$ cat config.mk
export PLATFORM = sky130hd
export DESIGN_NAME = diffraction_source_pull
export DESIGN_NICKNAME = d
export VERILOG_FILES = /design/src/rtl/dsp_pkg.sv /design/src/rtl/diffraction_source_pull.sv /design/src/rtl/dsp_front.sv /design/src/rtl/dsp_queue.sv /design/src/rtl/dsp_back.sv
export SDC_FILE = /design/constraint.sdc
export NUM_CORES = 2
export LEC_CHECK = 0
export ABC_AREA = 1
export BUFFER_PORTS_ARGS = -buffer_cell sky130_fd_sc_hd__buf_4
export CAP_MARGIN = 20
export CORE_MARGIN = 3
export CORE_UTILIZATION = 49
export DETAILED_ROUTE_END_ITERATION = 6
export PLACE_DENSITY_LB_ADDON = 0.2
export SLEW_MARGIN = 0
export SYNTH_ARGS = -nofsm -noshare
export SYNTH_HDL_FRONTEND = slang
export SYNTH_SLANG_ARGS = --single-unit
export TNS_END_PERCENT = 5
$ cat constraint.sdc
create_clock -name clk -period 31.7 [get_ports clk]
set_input_delay 3.17 -clock clk [delete_from_list [all_inputs] [get_ports clk]]
set_output_delay 3.17 -clock clk [all_outputs]
set_load 0.01 [all_outputs]
$ cat src/rtl/dsp_pkg.sv
package dsp_pkg;

  // Field widths
  localparam int POS_W     = 32;
  localparam int GAIN_W    = 16;
  localparam int SCORE_W   = 17;
  localparam int CFG_IDX_W = 8;

  // 1.0 in Q1.15
  localparam logic [GAIN_W-1:0] ONE_Q15 = 16'd32768;

  // Configuration register indexes
  localparam logic [CFG_IDX_W-1:0] REG_CLEAR_THRESHOLD = 8'd0;
  localparam logic [CFG_IDX_W-1:0] REG_SCORE_MARGIN    = 8'd1;
  localparam logic [CFG_IDX_W-1:0] REG_MIN_OPENNESS    = 8'd2;
  localparam logic [CFG_IDX_W-1:0] REG_MIN_PULL        = 8'd3;

  // Register values after reset: 0.5, 0.15, 0.4, 0.3
  localparam logic [GAIN_W-1:0] RST_CLEAR_THRESHOLD = 16'd16384;
  localparam logic [GAIN_W-1:0] RST_SCORE_MARGIN    = 16'd4915;
  localparam logic [GAIN_W-1:0] RST_MIN_OPENNESS    = 16'd13107;
  localparam logic [GAIN_W-1:0] RST_MIN_PULL        = 16'd9830;

  // Item kinds
  localparam logic CMD_SOURCE = 1'b0;
  localparam logic CMD_PORTAL = 1'b1;

  typedef logic signed [POS_W-1:0] pos_t;

  typedef struct packed {
    logic [GAIN_W-1:0] clear_threshold;
    logic [GAIN_W-1:0] score_margin;
    logic [GAIN_W-1:0] min_openness;
    logic [GAIN_W-1:0] min_pull;
  } cfg_t;

  typedef struct packed {
    logic              cmd;
    pos_t [2:0]        pos;
    logic [GAIN_W-1:0] direct_t;
    logic [GAIN_W-1:0] openness;
    logic [GAIN_W-1:0] src_gain;
    logic [GAIN_W-1:0] listener_gain;
    logic              last;
  } item_t;

  // One finished query, handed from front to back
  typedef struct packed {
    pos_t [2:0]        src;
    pos_t [2:0]        dst;
    logic [GAIN_W-1:0] k;
    logic              pull;
  } job_t;

  // Saturate a Q1.15 gain at 1.0
  function automatic logic [GAIN_W-1:0] clamp_one(input logic [GAIN_W-1:0] v);
    clamp_one = (v > ONE_Q15) ? ONE_Q15 : v;
  endfunction

endpackage

$ cat src/rtl/diffraction_source_pull.sv
// Diffraction source pull.
// Input stream (s_*): a source item (tuser = 0) opens a query, portal items
// (tuser = 1) follow, tlast marks the final item of the query. Output stream
// (m_*) carries one apparent source position per query, given on tlast.
// Configuration: cfg_index selects clear_threshold (0), score_margin (1),
// min_openness (2) or min_pull (3); other indexes are dropped. Write only
// while the block is idle.
// Throughput: one input item per cycle while s_tready is high; s_tready
// drops while a last item waits for room in the queue. Each item is scored
// on input, held in the item register and folded into the query state from
// there. A pulled query runs through three coordinates, four steps each on
// one shared 17x17 multiplier; an unpulled query goes straight to output.
// The back end takes a new query only after the last one has been output.
// Finished queries wait in a QUEUE_DEPTH-entry queue. When m_tready is low,
// the output holds, the queue fills, and then s_tready drops on the next
// last item. Reset clears the query state and loads register defaults.
module diffraction_source_pull #(
  parameter int QUEUE_DEPTH = 2
) (
  input  logic                            clk,
  input  logic                            rst,
  // pos_x, pos_y, pos_z, direct_t, openness, src_gain, listener_gain
  input  logic [159:0]                    s_tdata,
  // cmd
  input  logic                            s_tuser,
  input  logic                            s_tlast,
  input  logic                            s_tvalid,
  output logic                            s_tready,
  // out_x, out_y, out_z
  output logic [95:0]                     m_tdata,
  output logic                            m_tvalid,
  input  logic                            m_tready,
  input  logic                            cfg_valid,
  output logic                            cfg_ready,
  input  logic [dsp_pkg::CFG_IDX_W-1:0]   cfg_index,
  input  logic [dsp_pkg::GAIN_W-1:0]      cfg_data
);

  dsp_pkg::cfg_t       cfg;
  dsp_pkg::item_t      in_item;
  dsp_pkg::job_t       f_job, q_job;
  logic                f_valid, f_ready, q_valid, q_ready;
  dsp_pkg::pos_t [2:0] out_pos;

  // Configuration registers
  assign cfg_ready = 1'b1;
  always_ff @(posedge clk) begin
    if (rst) begin
      cfg.clear_threshold <= dsp_pkg::RST_CLEAR_THRESHOLD;
      cfg.score_margin    <= dsp_pkg::RST_SCORE_MARGIN;
      cfg.min_openness    <= dsp_pkg::RST_MIN_OPENNESS;
      cfg.min_pull        <= dsp_pkg::RST_MIN_PULL;
    end else if (cfg_valid) begin
      case (cfg_index)
        dsp_pkg::REG_CLEAR_THRESHOLD: cfg.clear_threshold <= cfg_data;
        dsp_pkg::REG_SCORE_MARGIN:    cfg.score_margin    <= cfg_data;
        dsp_pkg::REG_MIN_OPENNESS:    cfg.min_openness    <= cfg_data;
        dsp_pkg::REG_MIN_PULL:        cfg.min_pull        <= cfg_data;
        default: ;
      endcase
    end
  end

  // Unpack the input transfer
  always_comb begin
    in_item.cmd           = s_tuser;
    in_item.pos[0]        = s_tdata[31:0];
    in_item.pos[1]        = s_tdata[63:32];
    in_item.pos[2]        = s_tdata[95:64];
    in_item.direct_t      = s_tdata[111:96];
    in_item.openness      = s_tdata[127:112];
    in_item.src_gain      = s_tdata[143:128];
    in_item.listener_gain = s_tdata[159:144];
    in_item.last          = s_tlast;
  end

  dsp_front u_front (
    .clk       (clk),
    .rst       (rst),
    .cfg       (cfg),
    .in_valid  (s_tvalid),
    .in_ready  (s_tready),
    .in_item   (in_item),
    .job_valid (f_valid),
    .job_ready (f_ready),
    .job       (f_job)
  );

  dsp_queue #(
    .DEPTH (QUEUE_DEPTH)
  ) u_queue (
    .clk        (clk),
    .rst        (rst),
    .push_valid (f_valid),
    .push_ready (f_ready),
    .push_data  (f_job),
    .pop_valid  (q_valid),
    .pop_ready  (q_ready),
    .pop_data   (q_job)
  );

  dsp_back u_back (
    .clk       (clk),
    .rst       (rst),
    .job_valid (q_valid),
    .job_ready (q_ready),
    .job       (q_job),
    .out_valid (m_tvalid),
    .out_ready (m_tready),
    .out_pos   (out_pos)
  );

  assign m_tdata = out_pos;

endmodule

$ cat src/rtl/dsp_front.sv
module dsp_front (
  input  logic            clk,
  input  logic            rst,
  input  dsp_pkg::cfg_t   cfg,
  input  logic            in_valid,
  output logic            in_ready,
  input  dsp_pkg::item_t  in_item,
  output logic            job_valid,
  input  logic            job_ready,
  output dsp_pkg::job_t   job
);

  // Scoring on the incoming item: clamp, min of the legs, times openness
  logic [dsp_pkg::GAIN_W-1:0]   st, pl, op, leg;
  logic [2*dsp_pkg::GAIN_W-1:0] prod;
  logic [dsp_pkg::GAIN_W-1:0]   in_score;
  logic                         in_cand;

  always_comb begin
    st       = dsp_pkg::clamp_one(in_item.src_gain);
    pl       = dsp_pkg::clamp_one(in_item.listener_gain);
    op       = dsp_pkg::clamp_one(in_item.openness);
    leg      = (st < pl) ? st : pl;
    prod     = {{dsp_pkg::GAIN_W{1'b0}}, leg} * {{dsp_pkg::GAIN_W{1'b0}}, op};
    in_score = prod[30:15];
    in_cand  = (in_item.openness >= cfg.min_openness);
  end

  // Classified item register
  logic                         p_valid;
  logic                         p_cmd;
  dsp_pkg::pos_t [2:0]          p_pos;
  logic [dsp_pkg::GAIN_W-1:0]   p_direct;
  logic                         p_cand;
  logic [dsp_pkg::GAIN_W-1:0]   p_score;
  logic                         p_last;

  // Query state
  dsp_pkg::pos_t [2:0]          source_pos, source_pos_next;
  logic [dsp_pkg::GAIN_W-1:0]   direct_level, direct_level_next;
  logic [dsp_pkg::SCORE_W-1:0]  best_score, best_score_next;
  dsp_pkg::pos_t [2:0]          best_pos, best_pos_next;
  logic                         have_best, have_best_next;

  logic fire;
  assign fire     = p_valid & (~p_last | job_ready);
  assign in_ready = ~p_valid | fire;

  // State update for the item in the register
  always_comb begin
    source_pos_next   = source_pos;
    direct_level_next = direct_level;
    best_score_next   = best_score;
    best_pos_next     = best_pos;
    have_best_next    = have_best;
    if (p_cmd == dsp_pkg::CMD_SOURCE) begin
      source_pos_next   = p_pos;
      direct_level_next = p_direct;
      best_score_next   = {1'b0, p_direct} + {1'b0, cfg.score_margin};
      have_best_next    = 1'b0;
    end else if (p_cand && ({1'b0, p_score} > best_score)) begin
      best_score_next = {1'b0, p_score};
      best_pos_next   = p_pos;
      have_best_next  = 1'b1;
    end
  end

  // Job built from the updated state; k = clamp(1 - direct, min_pull, 1)
  logic [dsp_pkg::GAIN_W:0] v;
  always_comb begin
    v        = {1'b0, dsp_pkg::ONE_Q15} - {1'b0, direct_level_next};
    job.src  = source_pos_next;
    job.dst  = best_pos_next;
    job.k    = (v < {1'b0, cfg.min_pull}) ? cfg.min_pull : v[dsp_pkg::GAIN_W-1:0];
    job.pull = have_best_next & (direct_level_next < cfg.clear_threshold);
  end

  assign job_valid = p_valid & p_last;

  always_ff @(posedge clk) begin
    if (rst) begin
      p_valid      <= 1'b0;
      source_pos   <= '0;
      direct_level <= '0;
      best_score   <= '0;
      best_pos     <= '0;
      have_best    <= 1'b0;
    end else begin
      if (fire) begin
        source_pos   <= source_pos_next;
        direct_level <= direct_level_next;
        best_score   <= best_score_next;
        best_pos     <= best_pos_next;
        have_best    <= have_best_next;
      end
      if (in_ready) begin
        p_valid <= in_valid;
      end
    end
  end

  // Payload of the item register
  always_ff @(posedge clk) begin
    if (in_valid && in_ready) begin
      p_cmd    <= in_item.cmd;
      p_pos    <= in_item.pos;
      p_direct <= dsp_pkg::clamp_one(in_item.direct_t);
      p_cand   <= in_cand;
      p_score  <= in_score;
      p_last   <= in_item.last;
    end
  end

endmodule

$ cat src/rtl/dsp_queue.sv
module dsp_queue #(
  parameter int DEPTH = 2
) (
  input  logic          clk,
  input  logic          rst,
  input  logic          push_valid,
  output logic          push_ready,
  input  dsp_pkg::job_t push_data,
  output logic          pop_valid,
  input  logic          pop_ready,
  output dsp_pkg::job_t pop_data
);

  localparam int PTR_W = (DEPTH > 1) ? $clog2(DEPTH) : 1;
  localparam int CNT_W = $clog2(DEPTH + 1);

  dsp_pkg::job_t    mem [DEPTH];
  logic [PTR_W-1:0] wr_ptr, rd_ptr;
  logic [CNT_W-1:0] count;
  logic             do_push, do_pop;

  assign push_ready = (count != CNT_W'(DEPTH));
  assign pop_valid  = (count != '0);
  assign pop_data   = mem[rd_ptr];
  assign do_push    = push_valid & push_ready;
  assign do_pop     = pop_valid & pop_ready;

  // Storage
  always_ff @(posedge clk) begin
    if (do_push) begin
      mem[wr_ptr] <= push_data;
    end
  end

  // Pointers and fill count
  always_ff @(posedge clk) begin
    if (rst) begin
      wr_ptr <= '0;
      rd_ptr <= '0;
      count  <= '0;
    end else begin
      if (do_push) begin
        wr_ptr <= (wr_ptr == PTR_W'(DEPTH - 1)) ? '0 : wr_ptr + 1'b1;
      end
      if (do_pop) begin
        rd_ptr <= (rd_ptr == PTR_W'(DEPTH - 1)) ? '0 : rd_ptr + 1'b1;
      end
      if (do_push && !do_pop) begin
        count <= count + 1'b1;
      end else if (do_pop && !do_push) begin
        count <= count - 1'b1;
      end
    end
  end

endmodule

$ cat src/rtl/dsp_back.sv
module dsp_back (
  input  logic                clk,
  input  logic                rst,
  input  logic                job_valid,
  output logic                job_ready,
  input  dsp_pkg::job_t       job,
  output logic                out_valid,
  input  logic                out_ready,
  output dsp_pkg::pos_t [2:0] out_pos
);

  typedef enum logic [5:0] {
    S_IDLE = 6'b000001,
    S_DIFF = 6'b000010,
    S_MLO  = 6'b000100,
    S_MHI  = 6'b001000,
    S_ACC  = 6'b010000,
    S_OUT  = 6'b100000
  } state_t;

  localparam logic signed [51:0] SAT_MAX = 52'sd2147483647;
  localparam logic signed [51:0] SAT_MIN = -52'sd2147483648;
  localparam logic signed [51:0] HALF    = 52'sd16384;

  state_t              state;
  dsp_pkg::job_t       job_r;
  logic [1:0]          idx;
  logic signed [32:0]  diff_r;
  logic signed [33:0]  p_lo, p_hi;
  dsp_pkg::pos_t [2:0] res;

  dsp_pkg::pos_t       src_sel, dst_sel;
  logic signed [16:0]  mul_a, mul_b;
  logic signed [33:0]  mul_p;
  logic signed [51:0]  acc_w, step_w, sum_w;
  dsp_pkg::pos_t       sat_w;

  assign job_ready = (state == S_IDLE);
  assign out_valid = (state == S_OUT);
  assign out_pos   = res;

  assign src_sel = job_r.src[idx];
  assign dst_sel = job_r.dst[idx];

  // Shared 17x17 multiplier: low half of the difference, then the high half
  always_comb begin
    mul_a = (state == S_MLO) ? $signed({1'b0, diff_r[15:0]}) : $signed(diff_r[32:16]);
    mul_b = $signed({1'b0, job_r.k});
    mul_p = 34'(mul_a) * 34'(mul_b);
  end

  // Recombine, round to nearest (ties up), add to source, saturate
  always_comb begin
    acc_w  = ($signed({{18{p_hi[33]}}, p_hi}) <<< 16) + $signed({{18{p_lo[33]}}, p_lo}) + HALF;
    step_w = acc_w >>> 15;
    sum_w  = $signed({{20{src_sel[31]}}, src_sel}) + step_w;
    if (sum_w > SAT_MAX) begin
      sat_w = 32'sh7fffffff;
    end else if (sum_w < SAT_MIN) begin
      sat_w = 32'sh80000000;
    end else begin
      sat_w = sum_w[31:0];
    end
  end

  // Sequencer: three coordinates, four steps each
  always_ff @(posedge clk) begin
    if (rst) begin
      state <= S_IDLE;
      idx   <= 2'd0;
    end else begin
      case (state)
        S_IDLE: begin
          if (job_valid) begin
            idx   <= 2'd0;
            state <= job.pull ? S_DIFF : S_OUT;
          end
        end
        S_DIFF: state <= S_MLO;
        S_MLO:  state <= S_MHI;
        S_MHI:  state <= S_ACC;
        S_ACC: begin
          if (idx == 2'd2) begin
            state <= S_OUT;
          end else begin
            idx   <= idx + 2'd1;
            state <= S_DIFF;
          end
        end
        S_OUT: begin
          if (out_ready) begin
            state <= S_IDLE;
          end
        end
        default: state <= S_IDLE;
      endcase
    end
  end

  // Datapath registers
  always_ff @(posedge clk) begin
    if ((state == S_IDLE) && job_valid) begin
      job_r <= job;
      res   <= job.src;
    end
    if (state == S_DIFF) begin
      diff_r <= $signed({dst_sel[31], dst_sel}) - $signed({src_sel[31], src_sel});
    end
    if (state == S_MLO) begin
      p_lo <= mul_p;
    end
    if (state == S_MHI) begin
      p_hi <= mul_p;
    end
    if (state == S_ACC) begin
      res[idx] <= sat_w;
    end
  end

endmodule
# After elaboration in Yosys (flattened, before gate mapping)
# Memory sizes are Yosys's and may differ from the RTL's. A register that Yosys moved wholly into a read port is not among the register bits.
# Cells that the tools add are included.
[word_totals]
regBits = 839
ramBits = 418
inputBits = 191
output_inout_bits = 99
wordCells = 151
mem_count = 1
[memory_table]
columns = ["memory", "words", "word_bits", "read_ports", "rd_ports_with_merged_regs", "wr", "line_no", "text"]
rows = [
  ["u_queue.mem", 2, 209, 1, 1, 1, "dsp_queue.sv:17", "dsp_pkg::job_t mem [DEPTH];"],
]
[op_classes]
add_sub_neg = 11
multipliers = 2
magnitude_cmp = 13
eq_ne = 15
muxes = 41
n_bitwise = 9
n_reduce_logical = 19
[op_table]
columns = ["op", "count"]
rows = [
  ["96-bit two-way mux", 5],
  ["32-bit two-way mux", 5],
  ["32-bit binary-select mux with 2-bit select", 2],
  ["96-bit bitwise mux", 1],
  ["16-bit two-way mux", 6],
  ["32-bit demux with 2-bit select", 1],
  ["16-bit > comparator (second input constant)", 4],
  ["51-bit by 16-bit adder with 52-bit output (second input constant)", 1],
  ["52-bit by 32-bit > comparator with 1-bit output (second input constant)", 1],
  ["52-bit by 32-bit less-than comparator with 1-bit output (second input constant)", 1],
  ["50-bit by 34-bit adder with 51-bit output", 1],
  ["17-bit two-way mux", 3],
  ["32-bit by 37-bit adder with 38-bit output", 1],
  ["6-bit one-hot mux with 6 select lines", 1],
  ["17-bit by 17-bit multiplier with 34-bit output", 1],
  ["32-bit by 32-bit subtractor with 33-bit output", 1],
  ["16-bit less-than comparator", 2],
  ["16-bit by 16-bit multiplier with 31-bit output", 1],
  ["6-bit two-way mux", 4],
  ["16-bit by 16-bit adder with 17-bit output", 1],
  ["16-bit by 17-bit > comparator with 1-bit output", 1],
  ["17-bit by 16-bit less-than comparator with 1-bit output", 1],
  ["16-bit by 16-bit subtractor with 17-bit output (first input constant)", 1],
  ["8-bit by 2-bit equality test with 1-bit output (second input constant)", 2],
  ["28 further kinds", 62],
]

# Longest topological paths before layout
[depth]
depth_word = 8
ltp_mapped = 46
mapped_depth_nobuf = 43

# Modules after synthesis
# A second synthesis with hierarchy kept.
[unflattened]
cells_unflattened = 8225
area_unflattened_um2 = 77077.7
[modules_own_cells]
columns = ["mod", "instances", "cells_per_inst", "area_each_um2", "seq_area_each_um2"]
rows = [
  ["dsp_back", 1, 3747, 32015.7, 10940.5],
  ["dsp_front", 1, 3430, 26688.1, 8478.1],
  ["dsp_queue", 1, 687, 15750.1, 12652.1],
  ["diffraction_source_pull", 1, 361, 2623.8, 1281.2],
]

# Worst setup path before layout
# No wires, ideal clock.
[synth_timing]
path_type = "input to register"
start = "input port s_tdata[141]"
end = "register u_front.p_score[13] in the netlist's numbering (data pin)"
setup_time_ps = 252
arrival_time_ps = 10383
required_time_ps = 31448
slack_ps = 21064
path_stages = 41
path_buffers = 3
cell_sequence = "inv_1 -> nand3_1 -> nor2_1 -> nand2_1 -> nand2_1 -> inv_1 -> clkbuf_1 -> clkbuf_1 -> nor2_1 -> ha_1 -> a21oi_1 -> nor2_1 -> a211oi_1 -> o221a_2 -> nand2_2 -> buf_1 -> nand2_1 -> nand2_1 -> [... 5 more ...] -> inv_1 -> fa_1 -> inv_1 -> fa_1 -> fa_1 -> inv_1 -> fa_1 -> inv_1 -> ha_1 -> a21oi_1 -> inv_1 -> a31oi_1 -> o21a_1 -> nor2_1 -> a311oi_1 -> nand2_1 -> nand2_1 -> nand2_1"
[synth_via]
elab_chain_cells = 5
[synth_rtl]
columns = ["item", "line_no", "text"]
rows = [
  ["start, declared", "diffraction_source_pull.sv:23", "input logic [159:0] s_tdata,"],
  ["16-bit > comparator", "dsp_pkg.sv:57", "clamp_one = (v > ONE_Q15) ? ONE_Q15 : v;"],
  ["16-bit two-way mux *", "dsp_pkg.sv:57", ""],
  ["16-bit less-than comparator", "dsp_front.sv:23", "leg = (st < pl) ? st : pl;"],
  ["16-bit two-way mux *", "dsp_front.sv:23", ""],
  ["16-bit by 16-bit multiplier with 31-bit output *", "dsp_front.sv:24", "prod = {{dsp_pkg::GAIN_W{1'b0}}, leg} * {{dsp_pkg::GAIN_W{1'b0}}, op};"],
  ["net u_front.prod (one bit)", "dsp_front.sv:15", "logic [2*dsp_pkg::GAIN_W-1:0] prod;"],
  ["end signal, assigned", "dsp_front.sv:109", "p_score <= in_score;"],
  ["end, declared", "dsp_front.sv:35", "logic [dsp_pkg::GAIN_W-1:0] p_score;"],
]
# Mark *: on every way through the listed nets, which the timed path passes. The rest lies on a longest branch.
# A chain may end at the register's enable or synchronous reset.

# Worst setup path after layout
# Ends and elaborated chain as after synthesis.

==> impl_metrics.yaml <==
cts:
  root_buffer: "sky130_fd_sc_hd__clkbuf_16"
  cts-resized-gates: 0
  clk_transition_reported_paths_ns: 0.06
  cts_tree: "built"
  clock-sinks: 1244
  number_of_h_tree_levels: 4
  cts_post_setup_buffers_inserted: 0
  numCtsBuffers: 137
  clock_latency_ns: 0.80
  post_cts_hold_buffer_count: 0
  clock_path_buffers: 3
yosys:
  count_of_yosys_warnings_during_synthesis: 0
  post_synth_mux_area_share_pct: 2.06
  yosysSeqAreaShare_pct: 44.5
  synth.net_count: 8973
  async_flop_share_pct: 0
  synth.avg_cell_area_sq_um: 9.47
  synth_compound_gate_area_share_pct: 11.6
  synth-adder-area-share_pct: 19.1
  ys_types: 72
  yosys-top-cells-area: "sky130_fd_sc_hd__edfxtp_1 34%, sky130_fd_sc_hd__fa_1 13%, sky130_fd_sc_hd__dfxtp_1 11%, sky130_fd_sc_hd__inv_1 7.0%, sky130_fd_sc_hd__nand2_1 6.9%"
  synth_top_area_share_pct: 33.8
  postSynth.topFlopCell: "sky130_fd_sc_hd__edfxtp_1"
  synth-simple-area-share_pct: 12.0
  synth_edf_count: 844
  synth_cells: 7922
  synth.ff_latch_count: 1244
  synth_top_family_by_area: "adder cells"
  synth_top_cell_by_area: "sky130_fd_sc_hd__edfxtp_1"
  synth_xor_area_share_pct: 1.98
  syn_area_sq_um: 75000
sta:
  tightest_slew_ns: 1.29
  final-setup-viol-count: 0
  layout_worst_path_cycle_share_pct: 35.4
  hold-worst-slack_ns: 0.447
  unrepaired_setup_endpoints_after_global_routing: "no"
  final.setup.tns_ns: 0
  worst_slew_margin_rel_pct: 13.3
  drv_slew: 0
  worst_clk_skew_ns: 0.0809
  finalCriticalPeriod_ns: 11.21
  final-hold-violation-count: 0
  maxClockFrequency_mhz: 89.2
hold_path:
  min-delay-path-class: "flop to flop"
  timing.hold.worst.start: "u_queue.rd_ptr"
  min_path_cells: 1
floorplanning:
  die_width_microns: 397
  io-pin-count: 290
  std_cell_rows: 142
  start_util_pct: 49.7
  die_h_microns: 397
  core_area_sq_um: 151000
  die_area_sq_um: 158000
cells_and_area:
  area_delta_synth_final_pct: 11.8
  final_layout_size_suffix_gt1_share_pct: 11.1
  insertedDiodeCount: 0
  multi_input_area_sq_um: 35100
  num-fill-cells: 13400
  final-seq-area_sq_um: 33400
  nets: 9174
  finish.utilization_pct: 55.6
setup_path:
  most_repeated_library_cell_on_the_critical_path: "sky130_fd_sc_hd__inv_1"
  cpMaxStageDelayCell: "sky130_fd_sc_hd__fa_1"
  timing.critical_path.to_type: "flop"
  arrival_time_of_data_at_the_critical_path_endpoint_ns: 11.72
  timing.reg2reg.worst_path_depth: 31
  timing.critical_path.slowest_cell_delay_ns: 0.55
  worst_r2r_startpoint: "u_back.state[4]"
  crit_path_required_time_ns: 32.21
  critPathLaunchType: "input port"
  critical_path_buf_inv_count: 9
  r2r_setup_slk_ns: 22.95
  critical_path.top_delay_family: "adder cells"
  critical_path.reg2reg.endpoint: "u_back.p_lo[32]"
  worst-setup-path-type: "input port to flop"
  timing.critical_path.fanout_max: 24
placed_design:
  portBuffers: 288
  hpwl_after_dpl_mm: 166
  gp_routability_congestion: 0.949
route:
  vias: 56100
  drt_drc_violations_left: 0
  detail_route.vias_per_cell: 5.47
  first_pass_iters: 6
  route.antenna.remaining_nets: 0
  route.detailed.wl_per_inst_microns: 21.6
  wirelength_mm: 222
  detail_route.iter0.violations: 5155
grt:
  grt_use_total_pct: 28.1
  grt-ovfl-total: 0
  grt_pass1_wl_mm: 335
  grt_antenna_before_repair: 6
  largest_net_degree_at_the_start_of_global_routing: 198
  grt_pass1_vias: 55500
outcome:
  run_status: "completed"
flow_run:
  max_cap_violations: 0
-- synth_stat cells (all sizes together) (28+ instances only) --
master and instances:
a21oi 558, a31oi 28, a32oi 32, buf 42
clkbuf 253, dfxtp 400, edfxtp 844, fa 474
ha 386, inv 1419, mux2 137, nand2 1423
nand3 68, nor2 528, nor3 33, o211ai 53
o21ai 822, or2 89, xnor2 54, xor2 115
-- logic make-up (layout without fill, tap and decap cells) --
logic type,Yosys count,after routing
other cells,1,1
buf+inv,1735,2050
compound gates,1585,1585
fa+ha+maj,860,860
xor+xnor,169,169
mux,137,137
flops,1244,1244
simple gates,2191,2191
-- per-layer routing --
layer	track usage [%]	wire length [microns]
met1	38.5	93200
met3	5.05	17800
met2	45.1	103000
met4	9.60	7800
met5	0	0
-- final cells by class --
class	instances	area share, %
repair buffers	357	3.35
clock buffers	194	4.62
flip-flops and latches	1244	39.8
well taps	2016	3.01
clock inverters	59	0.962
multi-input cells	4943	41.9
inverters	1440	6.45
-- cell usage in the layout, fill, tap and decap left out, drive strengths merged, types with 7 or more instances in the layout --
| cell type | instances |
|---|---|
| or2 | 89 |
| ha | 386 |
| a32oi | 32 |
| a211oi | 8 |
| a21boi | 20 |
| clkbuf | 196 |
| clkinv | 67 |
| o31ai | 8 |
| a311oi | 8 |
| buf | 355 |
| dfxtp | 400 |
| edfxtp | 844 |
| a31oi | 28 |
| nor2 | 528 |
| xor2 | 115 |
| nand2 | 1423 |
| o21bai | 10 |
| a21oi | 558 |
| o21ai | 822 |
| nand4 | 23 |
| xnor2 | 54 |
| a21o | 7 |
| fa | 474 |
| o211ai | 53 |
| nor3 | 33 |
| mux2 | 137 |
| inv | 1425 |
| o21a | 9 |
| nor4 | 19 |
| nand3 | 68 |
-- worst max path at each step --
| stage | from | end | slack, ns | cells past startpoint |
|---|---|---|---|---|
| 6_report | s_tdata[141] | u_front.p_score[13] | 20.49 | 38 |
| 5_1_grt | s_tdata[141] | u_front.p_score[13] | 19.77 | 38 |
| 4_1_cts | s_tdata[141] | u_front.p_score[13] | 20.53 | 38 |
| 3_5_place_dp | s_tdata[141] | u_front.p_score[13] | 19.73 | 38 |
| 3_3_place_gp | s_tdata[141] | u_front.p_score[13] | 19.79 | 38 |
| 2_1_floorplan | s_tdata[141] | u_front.p_score[13] | 21.06 | 41 |
-- flip-flops by register name, summed over array words and instances, names as in the netlist, 2 cells and up, named ones only --
signal and count:
cfg 64, u_back.diff_r 33, u_back.idx 2, u_back.job_r 208, u_back.out_pos 96, u_back.p_hi 34
u_back.p_lo 20, u_back.state 6, u_front.best_pos 96, u_front.best_score 17, u_front.direct_level 16, u_front.p_direct 16
u_front.p_pos 96, u_front.p_score 16, u_front.source_pos 96, u_queue.count 2, u_queue.mem 418
-- stage by stage --
step | instance area [sq um] | instances | worst slack (ns)
after floorplan | 75000 | 7922 | 21.06
after global placement | 79000 | 9985 | 19.79
after detailed placement | 79100 | 9994 | 19.73
after CTS | 83800 | 10200 | 20.53
after global routing | 83900 | 10300 | 19.77
final | 83900 | 10300 | 20.49
Power is not shown: default switching activity piles up to over one toggle a cycle in this logic, so the estimate is an artifact.
